[config.mk]
export PLATFORM = sky130hd
export DESIGN_NAME = pip_front
export DESIGN_NICKNAME = d
export VERILOG_FILES = /design/src/hw/rtl/pip_pkg.sv /design/src/hw/rtl/pip_front.sv
export SDC_FILE = /design/constraint.sdc
export NUM_CORES = 1
export LEC_CHECK = 0
export BUFFER_PORTS_ARGS = -buffer_cell sky130_fd_sc_hd__buf_4
export CORE_MARGIN = 2
export CORE_UTILIZATION = 50
export CTS_BUF_LIST = sky130_fd_sc_hd__clkbuf_4 sky130_fd_sc_hd__clkbuf_8 sky130_fd_sc_hd__clkbuf_16
export CTS_CLUSTER_DIAMETER = 80
export DETAILED_ROUTE_END_ITERATION = 12
export GPL_TIMING_DRIVEN = 0
export PLACE_DENSITY = 0.78
export RECOVER_POWER = 50
export SYNTH_ARGS = -nofsm -noshare
export SYNTH_HDL_FRONTEND = slang
export SYNTH_SLANG_ARGS = --single-unit
export TNS_END_PERCENT = 100
[constraint.sdc]
create_clock -name clk_i -period 2.32 [get_ports clk_i]
set_input_delay 0 -clock clk_i [delete_from_list [all_inputs] [get_ports clk_i]]
set_output_delay 0 -clock clk_i [all_outputs]
set_load 0.01 [all_outputs]
[src/hw/rtl/pip_pkg.sv]
// ----------------------------------------------------------------------------
// pip_pkg
// Shared types and constants for the point-in-polygon fill test.
// ----------------------------------------------------------------------------
package pip_pkg;

  // Edge queue between the front and the back part.
  localparam int unsigned FIFO_DEPTH = 4;
  localparam int unsigned FIFO_AW    = 2;

  // Control flags that travel with every queued vertex.
  typedef struct packed {
    logic edge_a_vld;  // previous -> current edge exists
    logic edge_b_vld;  // closing edge current -> first exists
    logic query_last;  // emit a result after this item
    logic fill_rule;   // 0 nonzero, 1 even-odd
  } ctl_t;

  // Winding step of one edge.
  typedef struct packed {
    logic inc;
    logic dec;
  } step_t;

endpackage

[src/hw/rtl/pip_front.sv]
// ----------------------------------------------------------------------------
// pip_front
// Accepts vertex items, tracks first/previous vertex of the open contour and
// forms the edge endpoints that the back part tests.
// ----------------------------------------------------------------------------
module pip_front #(
  parameter int unsigned COORD_BITS = 24
) (
  input  logic                         clk_i,
  input  logic                         rst_ni,
  input  logic                         in_vld_i,
  output logic                         in_rdy_o,
  input  logic signed [COORD_BITS-1:0] vertex_x_i,
  input  logic signed [COORD_BITS-1:0] vertex_y_i,
  input  logic                         contour_last_i,
  input  logic                         query_last_i,
  input  logic                         fill_rule_i,
  input  logic                         q_full_i,
  output logic                         q_push_o,
  output pip_pkg::ctl_t                q_ctl_o,
  output logic signed [COORD_BITS-1:0] prev_x_o,
  output logic signed [COORD_BITS-1:0] prev_y_o,
  output logic signed [COORD_BITS-1:0] first_x_o,
  output logic signed [COORD_BITS-1:0] first_y_o
);
  import pip_pkg::*;

  logic signed [COORD_BITS-1:0] first_x_q, first_x_d, first_y_q, first_y_d;
  logic signed [COORD_BITS-1:0] prev_x_q, prev_y_q;
  logic                         started_q, started_d;
  logic                         closing;

  assign in_rdy_o = !q_full_i;
  assign q_push_o = in_vld_i && !q_full_i;
  assign closing  = contour_last_i || query_last_i;

  // First vertex of a new contour is the current one.
  always_comb begin
    if (started_q) begin
      first_x_d = first_x_q;
      first_y_d = first_y_q;
    end else begin
      first_x_d = vertex_x_i;
      first_y_d = vertex_y_i;
    end
    started_d = !closing;
  end

  assign q_ctl_o.edge_a_vld = started_q;
  assign q_ctl_o.edge_b_vld = closing;
  assign q_ctl_o.query_last = query_last_i;
  assign q_ctl_o.fill_rule  = fill_rule_i;
  assign prev_x_o  = prev_x_q;
  assign prev_y_o  = prev_y_q;
  assign first_x_o = first_x_d;
  assign first_y_o = first_y_d;

  always_ff @(posedge clk_i or negedge rst_ni) begin
    if (!rst_ni) begin
      first_x_q <= '0;
      first_y_q <= '0;
      prev_x_q  <= '0;
      prev_y_q  <= '0;
      started_q <= 1'b0;
    end else if (q_push_o) begin
      first_x_q <= first_x_d;
      first_y_q <= first_y_d;
      prev_x_q  <= vertex_x_i;
      prev_y_q  <= vertex_y_i;
      started_q <= started_d;
    end
  end

endmodule

-- After elaboration in Yosys (flattened, before gate mapping)
Cells that the tools add are included.
- RAM bits: 0
- memories: 0
- bits in latches: 0
- bits in read-only memories: 0
- bits in registers: 97
- $add $sub $neg: 0
- shift-type cells: 0
- muxes and demuxes: 2
- bitwise operators: 0
- divide/modulo/power cells: 0
- order comparisons: 0
- multipliers: 0
- reductions and logical operators: 4
- equality and inequality tests: 0
- operator list (cell ; count):
    two-way mux 24 bit ; 2
    logical NOT 1 bit ; 2
    logical AND 1 bit ; 1
    logical OR 1 bit ; 1

-- Depth between registers and ports, before layout
- depth in word-level cells: 2
- gate-level depth with buffers: 5
- gate-level depth less buffers: 2

-- Least setup slack after synthesis
Ideal clock, no wire load.
- kind: flip-flop to flip-flop
- start: register started_q
- end: register first_x_q[0]
- arrival: 1331 ps
- stages on the path, launching flop included: 6
- period minus slack after synthesis: 1459 ps
- data required time: 2193 ps
- slack: 861 ps
- path buffers: 3
- path through: dfrtp_1 > buf_2 > nor3b_4 > buf_6 > buf_6 > mux2_1
- longest elaborated chain between the ends: 1
- ends and longest elaborated chain (element ; line ; RTL):
    from (decl) ; pip_front.sv:30 ; logic started_q, started_d;
    from (signal assigned) ; pip_front.sv:70 ; started_q <= started_d;
    two-way mux 24 bit ; pip_front.sv:39 ; if (started_q) begin
    to (signal assigned) ; pip_front.sv:66 ; first_x_q <= first_x_d;
    to (decl) ; pip_front.sv:28 ; logic signed [COORD_BITS-1:0] first_x_q, first_x_d, first_y_q, first_y_d;
No other way between the ends.
A chain may end at the register's enable or synchronous reset.

-- Final worst setup path
- start: register started_q
- end: output port first_x_o[13]
- longest elaborated chain between the ends: 1
- ends and longest elaborated chain (element ; line ; RTL):
    two-way mux 24 bit ; pip_front.sv:39 ;
    to (decl) ; pip_front.sv:23 ; output logic signed [COORD_BITS-1:0] first_x_o,
No other way between the ends.

==> results.tsv <==
metric	value	unit
status	finished, final reports clean	
min_path_cells	2	
avgSynthCellArea	15.81	µm²
postCtsSetupBuffers	0	
clk_latency	360	ps
arrival	1860	ps
timing.setup.tns	0	ps
synth_cell_types	12	
cts_tree	done	
power.share.combinational	0.278	
synth.ff_latch_count	97	
netlist_instances	269	
critPathMaxFanout	10	
yosysSeqAreaShare	0.5706	
dpl.hpwl	6552	µm
grt_setup_unrepaired	false	
ir_worst_vdd	0.0004525	V
drt-initial-drc-count	56	
switching_share	0.2778	
drive_above_1_share	0.5132	
start_util	0.5177	
critPathKind	reg2out	
maxCapViolations	0	
finalHoldViolCount	0	
nNetsFinal	541	
worst_pin_slew	1287	ps
antenna_found_initial	0	
syn2layout_area_growth	42.29	%
async_reset_ff_frac	1.000	
die_h	96.24	µm
finalSetupViolCount	0	
num_vias	2997	
synth_top_area_cell	dfrtp_1	
cts_buffers	9	
critical_path.endpoint_type	output port	
grt_max_degree	98	
pin_count	157	
cts_root_buffer	clkbuf_8	
synth_common_cells	mux2_2 (120), dfrtp_1 (97), mux2_1 (24)	
globalRouteOverflowTotal	0	
synth_enable_flop_cells	0	
synth_flop_cell	dfrtp_1	
synth_top_area_frac	0.5706	
grt_pass1_wl	15370	µm
route.antenna.remaining_nets	0	
critical_path.startpoint	started_q	
final_area	6053	µm²
antenna_cells	0	
startpoint_type	register	
yosysMostFrequentCell	mux2_2	
max-slew-margin-rel	0.1422	
vias_per_cell	5.029	
p_leak	2.690	nW
cts_buffer_depth	2	
io_buffers	155	
gp_congestion	0.7295	
period_minus_slack	1860	ps
cp_data_required_time	2320	ps
coreArea	8217	µm²
max_freq	0.5375	GHz
hold_path_class	in2out	
hold_start	fill_rule_i	
crit-reg2reg-launch	started_q	
max_stage_delay	370	ps
p_clk_frac	0.251	
syn_nets	324	
cp_cell_sequence	buf_2, buf_4, buf_2, mux2_2, buf_4	
syn-cell-area	4254	µm²
post_cts_resized	0	
maxSlewViolCount	0	
htree_levels	3	
dpl_cell_area	5549	µm²
final_util	0.7367	
die_area	9262	µm²
r2r_cells	5	
grt_use_total	0.2232	
synth-warning-count	0	
first_global_vias	3236	
wl	9936	µm
fin_crit_sh	0.8019	
fin_skew	12.49	ps
cts_hold_buf	51	
power	4.604	mW
dr.pass1.iters	4	
cts.sinks	97	
post_drt_wl_per_cell	16.67	µm
num_rows	33	
p_switching	1.279	mW
drcViolationCount	0	
die_w	96.24	µm
slowest_stage	mux2_2	
power_frac_seq	0.470	
p_per_area	760.5	nW/µm²
clkTransAtPathRegs	80	ps
yosys-top-cells-area	dfrtp_1 (57%), mux2_2 (32%), mux2_1 (6.4%)	
p_int	3.325	mW
## cell usage in the layout, fill, tap and decap left out
cell	instances
bufinv_16	1
clkbuf_4	3
buf_2	5
clkinv_2	1
buf_6	3
clkbuf_1	60
mux2i_1	1
or2_2	1
nor3b_4	1
dlygate4sd3_1	51
nand2b_1	1
clkbuf_8	12
mux2_2	118
mux2_1	26
buf_4	105
inv_1	3
dfrtp_1	97
clkinvlp_4	2
## final timing paths
| kind | slack, ps | endpoint |
|---|---|---|
| setup / recovery | 460 | first_x_o[13] |
| hold / removal | 220 | q_ctl_o[0] |
| setup reg to reg | 720 | first_x_q[8] |
| hold reg to reg | 490 | first_y_q[21] |
| max in group asynchronous | 1000 | prev_y_o[11] |
| min in group asynchronous | 510 | first_x_q[13] |
## metrics by stage
step	hold WS [ps]	instances	worst slack [ps]
finish	219.7	596	459.7
detailed placement	180.9	529	707.3
global placement	177.9	529	744.0
CTS	177.3	596	418.0
global route	230.0	596	325.2
floorplan	-295.6	269	861.2
## layer usage
layer,routed length (µm),track usage,vias up
met5,0,0,-
met4,399,0.1464,0
met3,484,0.04777,29
met2,5065,0.3692,104
met1,3986,0.2613,1473
li1,-,-,1391
## registers in the layout, summed over array words and instances (netlist names)
signal	flops
first_x_q	24
prev_y_o	24
prev_x_o	24
first_y_q	24
started_q	1
## power by group through the flow
stage / sequential [mW] / clock (mW) / combinational (mW)
after floorplan: 2.22 / 0 / 0.642
after global placement: 2.18 / 0 / 1.30
after detailed placement: 2.20 / 0 / 1.33
after CTS: 2.17 / 1.18 / 1.40
after global routing: 2.20 / 1.25 / 1.39
final: 2.17 / 1.16 / 1.28
## worst max-delay path: cells and delay by family (launching register included)
| kind | cells | cell delay, ps |
|---|---|---|
| flip-flops | 1 | 340 |
| multiplexers | 1 | 370 |
| buffers and inverters | 4 | 790 |
## layout make-up
| cell class | instances | area [µm²] |
|---|---|---|
| flip-flops and latches | 97 | 2427 |
| inverters | 3 | 11.26 |
| clock inverters | 4 | 50.05 |
| plain buffers | 21 | 133.9 |
| multi-input cells | 148 | 1663 |
| clock buffers | 12 | 165.2 |
| fillers | 599 | 2163 |
| repair buffers | 206 | 1471 |
| well taps | 105 | 131.4 |
## cells by family (layout without fill, tap and decap cells)
kind of cell | Yosys count | after routing | share of synthesized area
multiplexers | 145 | 145 | 0.3835
buffers and inverters | 24 | 246 | 0.03853
flip-flops | 97 | 97 | 0.5706
AND/OR/NAND/NOR | 3 | 3 | 0.007355
No activity file was read; power rests on OpenSTA's default activity.
