<file path="config.mk">
export PLATFORM = sky130hd
export DESIGN_NAME = pip_fifo
export DESIGN_NICKNAME = d
export VERILOG_FILES = /design/src/hw/rtl/pip_pkg.sv /design/src/hw/rtl/pip_fifo.sv
export SDC_FILE = /design/constraint.sdc
export NUM_CORES = 1
export LEC_CHECK = 0
export BUFFER_PORTS_ARGS = -buffer_cell sky130_fd_sc_hd__buf_2
export CAP_MARGIN = 10
export CELL_PAD_IN_SITES_DETAIL_PLACEMENT = 0
export CELL_PAD_IN_SITES_GLOBAL_PLACEMENT = 2
export CORE_MARGIN = 1.5
export CORE_UTILIZATION = 45
export CTS_BUF_LIST = sky130_fd_sc_hd__clkbuf_8 sky130_fd_sc_hd__clkbuf_16
export DETAILED_ROUTE_END_ITERATION = 8
export GPL_ROUTABILITY_DRIVEN = 0
export PLACE_DENSITY_LB_ADDON = 0.08
export SLEW_MARGIN = 10
export SYNTH_ARGS = -nofsm -noshare
export SYNTH_HDL_FRONTEND = slang
export SYNTH_SLANG_ARGS = --single-unit
</file>
<file path="constraint.sdc">
create_clock -name clk_i -period 3.3 [get_ports clk_i]
set_clock_uncertainty 0.15 [all_clocks]
set_input_delay 0.66 -clock clk_i [delete_from_list [all_inputs] [get_ports clk_i]]
set_output_delay 0.66 -clock clk_i [all_outputs]
set_load 0.05 [all_outputs]
</file>
<file path="src/hw/rtl/pip_pkg.sv">
// ----------------------------------------------------------------------------
// pip_pkg
// Shared types and constants for the point-in-polygon fill test.
// ----------------------------------------------------------------------------
package pip_pkg;

  // Edge queue between the front and the back part.
  localparam int unsigned FIFO_DEPTH = 4;
  localparam int unsigned FIFO_AW    = 2;

  // Control flags that travel with every queued vertex.
  typedef struct packed {
    logic edge_a_vld;  // previous -> current edge exists
    logic edge_b_vld;  // closing edge current -> first exists
    logic query_last;  // emit a result after this item
    logic fill_rule;   // 0 nonzero, 1 even-odd
  } ctl_t;

  // Winding step of one edge.
  typedef struct packed {
    logic inc;
    logic dec;
  } step_t;

endpackage

</file>
<file path="src/hw/rtl/pip_fifo.sv">
// ----------------------------------------------------------------------------
// pip_fifo
// Short queue of edge jobs between the front and the back part.
// ----------------------------------------------------------------------------
module pip_fifo #(
  parameter int unsigned WIDTH = 8
) (
  input  logic             clk_i,
  input  logic             rst_ni,
  input  logic             push_i,
  input  logic [WIDTH-1:0] wdata_i,
  input  logic             pop_i,
  output logic [WIDTH-1:0] rdata_o,
  output logic             full_o,
  output logic             empty_o
);
  import pip_pkg::*;

  logic [WIDTH-1:0]   mem_q [FIFO_DEPTH];
  logic [FIFO_AW-1:0] wr_ptr_q, rd_ptr_q;
  logic [FIFO_AW:0]   cnt_q;
  logic               do_push, do_pop;

  assign full_o  = (cnt_q == (FIFO_AW+1)'(FIFO_DEPTH));
  assign empty_o = (cnt_q == '0);
  assign do_push = push_i && !full_o;
  assign do_pop  = pop_i && !empty_o;
  assign rdata_o = mem_q[rd_ptr_q];

  always_ff @(posedge clk_i) begin
    if (do_push) begin
      mem_q[wr_ptr_q] <= wdata_i;
    end
  end

  always_ff @(posedge clk_i or negedge rst_ni) begin
    if (!rst_ni) begin
      wr_ptr_q <= '0;
      rd_ptr_q <= '0;
      cnt_q    <= '0;
    end else begin
      if (do_push) wr_ptr_q <= wr_ptr_q + 1'b1;
      if (do_pop)  rd_ptr_q <= rd_ptr_q + 1'b1;
      unique case ({do_push, do_pop})
        2'b10:   cnt_q <= cnt_q + 1'b1;
        2'b01:   cnt_q <= cnt_q - 1'b1;
        default: cnt_q <= cnt_q;
      endcase
    end
  end

  a_cnt_bound: assert property (@(posedge clk_i) disable iff (!rst_ni)
    cnt_q <= (FIFO_AW+1)'(FIFO_DEPTH))
    else $error("fifo count beyond depth");
  a_cnt_up: assert property (@(posedge clk_i) disable iff (!rst_ni)
    (do_push && !do_pop) |=> (cnt_q == $past(cnt_q) + 1'b1))
    else $error("fifo count missed a push");
  a_ptr_gap: assert property (@(posedge clk_i) disable iff (!rst_ni)
    empty_o |-> (wr_ptr_q == rd_ptr_q))
    else $error("fifo empty with pointer gap");

endmodule

</file>
* Yosys cells after proc, flatten, opt, wreduce, memory -nomap -nowiden
Memory sizes are Yosys's and may differ from the RTL's. Cells that the tools add are included.
Cells by class: multiplexer cells 3, bitwise operators 0, $mul 0, reduce and logical (&&, ||, !) cells 6, add/subtract/negate cells 4, eq/ne operators 3, div/mod/pow operators 0, shifts and indexed selects 0, magnitude comparators 0
Operators by type and width (number):
- $pmux W3 S2 | 1
- $add A2 B1 Y2 const B | 2
- $add A3 B1 Y3 const B | 1
- $eq A3 B3 Y1 const B | 1
- $logic_not A3 Y1 | 1
- $sub A3 B1 Y3 const B | 1
- $eq A2 B1 Y1 const B | 1
- $eq A2 B2 Y1 const B | 1
- $logic_and A1 B1 Y1 | 2
- $logic_not A1 Y1 | 2
- $mux W1 | 2
- $reduce_bool A2 Y1 | 1
Storage, ports and cells: bits in registers 7, ROM bits 0, RAM bits 32, bits in latches 0, memories 1
Memories:
- mem_q | depth 4, bits a word 8, read ports 1, clocked after Yosys merged registers in 0, wr ports 1, line pip_fifo.sv:19 | logic [WIDTH-1:0] mem_q [FIFO_DEPTH];

* Depth between registers and ports, before layout
word-level depth 5, gate-level depth with buffers 9, gate-level depth less buffers 9

* Worst setup path before layout
No wires, ideal clock.
kind reg2reg, start register cnt_q[0], end register cnt_q[2], cell stages (with the launch flop) 10, path slack 0.905 ns, required time 3.071 ns, arrival time 2.166 ns, clock period less this slack 2.395 ns, path buffers 0, cell sequence dfrtp_1 nor3b_4 nor2b_4 inv_1 ha_1 inv_1 fa_1 xor2_1 nor2_1 xor2_1
Between the ends: longest elaborated chain between the ends 5, elaborated cells on any way between the ends 12
RTL lines:
- start: declaration | line pip_fifo.sv:21 | logic [FIFO_AW:0] cnt_q;
- start signal: assignment | line pip_fifo.sv:45 | 2'b10: cnt_q <= cnt_q + 1'b1;
- start signal: assignment | line pip_fifo.sv:46 | 2'b01: cnt_q <= cnt_q - 1'b1;
- start signal: assignment | line pip_fifo.sv:47 | default: cnt_q <= cnt_q;
- $eq A3 B3 Y1 * | line pip_fifo.sv:24 | assign full_o = (cnt_q == (FIFO_AW+1)'(FIFO_DEPTH));
- net full_o | line pip_fifo.sv:14 | output logic full_o,
- $logic_not A1 Y1 * | line pip_fifo.sv:26 | assign do_push = push_i && !full_o;
- $logic_and A1 B1 Y1 * | line pip_fifo.sv:26
- $eq A2 B1 Y1 or $eq A2 B2 Y1 (tied branches) | line pip_fifo.sv:44 | unique case ({do_push, do_pop})
- $pmux W3 S2 or $reduce_bool A2 Y1 (tied branches)
Mark *: on every way through the listed nets, which the timed path passes. The rest lies on a longest branch. A chain may end at the register's enable or synchronous reset.

* Worst setup path after layout
start register rd_ptr_q[0], end output rdata_o[1]
Between the ends: longest elaborated chain between the ends 1
RTL lines:
- start: declaration | line pip_fifo.sv:20 | logic [FIFO_AW-1:0] wr_ptr_q, rd_ptr_q;
- start signal: assignment | line pip_fifo.sv:43 | if (do_pop) rd_ptr_q <= rd_ptr_q + 1'b1;
- $mem_v2 Z4 W8
- end: declaration | line pip_fifo.sv:13 | output logic [WIDTH-1:0] rdata_o,
Every way passes these cells.

==> metrics.txt <==
run status=completed; cts bufs inserted=5; Syn Nets=slightly below 100; RSZ-0062 raised after global routing=no; number of remaining DRC errors=0; element type at the critical path start=flop; remaining global-route overflow=0; static leakage=around 0.71 nW; Design Area, Final=0.001828 mm^2; fraction of synthesized cell area taken by the top area cell type=60.33%; vias in the first global route=~840; Die Y=approximately 62 um; startpoint of the most critical register-to-register path=cnt_q[0]; final net count=roughly 120; number of library cell types mapped by synthesis=19; terminus of the critical flop-to-flop path=cnt_q[2]; Site Rows=21; area leader, netlist=sky130_fd_sc_hd__edfxtp_1; post-route clock period utilization=about four fifths; Clk Tree Root Cell=sky130_fd_sc_hd__clkbuf_8; ranking of synthesized cells by instance count=32 x sky130_fd_sc_hd__edfxtp_1, 8 x sky130_fd_sc_hd__mux4_2, 7 x sky130_fd_sc_hd__dfrtp_1; n_diodes=0; worst skew pair latency=between 0.2 and 0.3 ns; Setup crit end kind=output port; die boundary width=62.50 um; power per cell area=just under 1000 mW/mm^2; Max Freq=0.3834 GHz; Final TNS setup=0 ns; # hold bufs at CTS=0; max-cap check violation count=0; total I/O pin count=22; largest fanout on the critical path=10; Critical Path AT=approximately 1.8 ns; largest net degree at the start of global routing=12; async set-reset flop share out of synthesis=17.95%; Clock Pin Slew Worst Setup and Hold Paths=around 0.070 ns; post-detailed-route via-to-cell ratio=4.809; endpoint required time on the critical path=2.49 ns; post-synthesis sequential area ratio=between 70% and 80%; library cell with the highest instance count after synthesis=sky130_fd_sc_hd__edfxtp_1; GR Util All Layers=approximately 15%; starting density of the core=between 40% and 50%; #FFs+latches synth=39; detailed router's first-iteration violation count=32; Layout area overhead=14.77%; PortBufs=21; Crit Path Category=flop to output port; count of buffers added by post-CTS timing repair for setup=0; primary flip-flop cell chosen by synthesis mapping=sky130_fd_sc_hd__edfxtp_1; slew at the pin closest to its max-slew limit=0.5924 ns; number of clock sinks=39; worst hold-check path type=input port to async pin; first-pass iteration count of the detailed router=3; endpoints failing setup=0; Synthesis Warnings=0; total number of vias=~730; Routed wire per std cell=~16 um; leading post-synthesis cells by cell area=sky130_fd_sc_hd__edfxtp_1 60%, sky130_fd_sc_hd__mux4_2 11%, sky130_fd_sc_hd__dfrtp_1 11%; worst setup slack for register-to-register paths=between 1 and 1.5 ns; share of post-route cells with drive strength above 1=approximately two fifths; Max transition margin=a little over 60%; r2r worst-path depth=9; Worst VDD drop=slightly below 400 uV; cells resized by post-CTS repair=0; Syn Std Cell Area=between 0.0015 and 0.002 mm^2; placed standard-cell area=approximately 0.0017 mm^2; Pins Over Slew Limit=0; Syn Area/Cell=between 20 and 25 um^2; Post-Syn Instances=79; number of enable-type register cells in the synthesized netlist=32; # H-tree levels=2; clk buf depth=2; Design Power=roughly 0.0018 W; number of routed nets with antenna violations=0; area enclosed by the die boundary=0.003906 mm^2; post-layout min period=between 2 and 3 ns; clock tree from TritonCTS=built; first-pass GRT wire length=~4100 um; Std-Cell Core Area=0.003363 mm^2; hold violation count in the final report=0; antenna violations before repair=0; Routed Wire Length=around 2500 um
==> critical path, cell delays in order, from the launching register on <==
cell and delay (ns):
sky130_fd_sc_hd__dfrtp_1 0.72, sky130_fd_sc_hd__mux4_2 0.58, sky130_fd_sc_hd__buf_2 0.22
==> worst max path at each step <==
stage,startpoint,end,slack [ns],cells after the start
detailed placement,rd_ptr_q[0],rdata_o[1],0.95,2
global route,rd_ptr_q[0],rdata_o[6],0.57,2
global placement,rd_ptr_q[0],rdata_o[7],0.96,2
finish,rd_ptr_q[0],rdata_o[1],0.69,2
CTS,rd_ptr_q[0],rdata_o[1],0.63,2
floorplan,cnt_q[0],cnt_q[2],0.90,9
==> where the power goes <==
part           switching [W]  leakage, nW  internal (W)  total, W
clock network       0.000147       0.0505      0.000142  0.000289
registers           0.000118        0.375      0.000667  0.000785
logic               0.000447        0.281      0.000264  0.000711
total               0.000713        0.706       0.00107   0.00179
==> metrics by stage <==
| step | std cells | utilization, % | hold slack [ns] | setup slack, ns |
|---|---|---|---|---|
| finish | 152 | 54.35 | 0.05446 | 0.6916 |
| global route | 152 | 54.35 | 0.04964 | 0.5724 |
| CTS | 152 | 54.35 | 0.05197 | 0.6342 |
| detailed placement | 144 | 51.93 | 0.3591 | 0.9476 |
| global placement | 144 | 51.93 | 0.3510 | 0.9628 |
| floorplan | 79 | - | 0.2144 | 0.9049 |
==> cell type report <==
| type | count | area [um^2] |
|---|---|---|
| clock buffer | 5 | 68.82 |
| clock inverter | 3 | 12.51 |
| fill | 292 | 1535 |
| inverter | 6 | 22.52 |
| multi-input combinational | 32 | 425.4 |
| sequential | 39 | 1136 |
| tap | 46 | 57.56 |
| timing repair buffer | 21 | 105.1 |
==> routing by layer <==
layer	share of wire, %	track usage, %	vias to the layer above	wire, um
li1	-	-	347	-
met1	42	16.25	363	1038
met2	51	25.40	17	1259
met3	4.1	5.225	4	101
met4	2.3	7.500	0	57
met5	0	0	-	0
==> registers in the layout (all words and copies together) (netlist names) <==
signal and count:
wr_ptr_q 2, rd_ptr_q 2, mem_q 32, cnt_q 3
==> kinds of logic after synthesis <==
| logic type | after synthesis | share of synthesized area [%] |
|---|---|---|
| AO/OA/AOI/OAI | 1 | 0.6285 |
| XOR/XNOR | 6 | 3.300 |
| adder cells (fa/ha/maj) | 6 | 5.185 |
| buffers and inverters | 8 | 1.963 |
| flip-flops | 39 | 71.33 |
| multiplexers | 10 | 12.88 |
| AND/OR/NAND/NOR | 9 | 4.713 |
==> layout by cell type, fill, tap and decap left out, drive strengths merged <==
master	instances
ha	5
nor3b	1
mux2i	1
nor2b	1
dfrtp	7
nor3	1
fa	1
mux2	1
o31a	1
inv	8
xor2	3
clkbuf	5
nand2	1
mux4	8
buf	21
edfxtp	32
clkinv	1
and2	4
nor2	1
xnor2	3
Power figures use the tool's default switching activity.
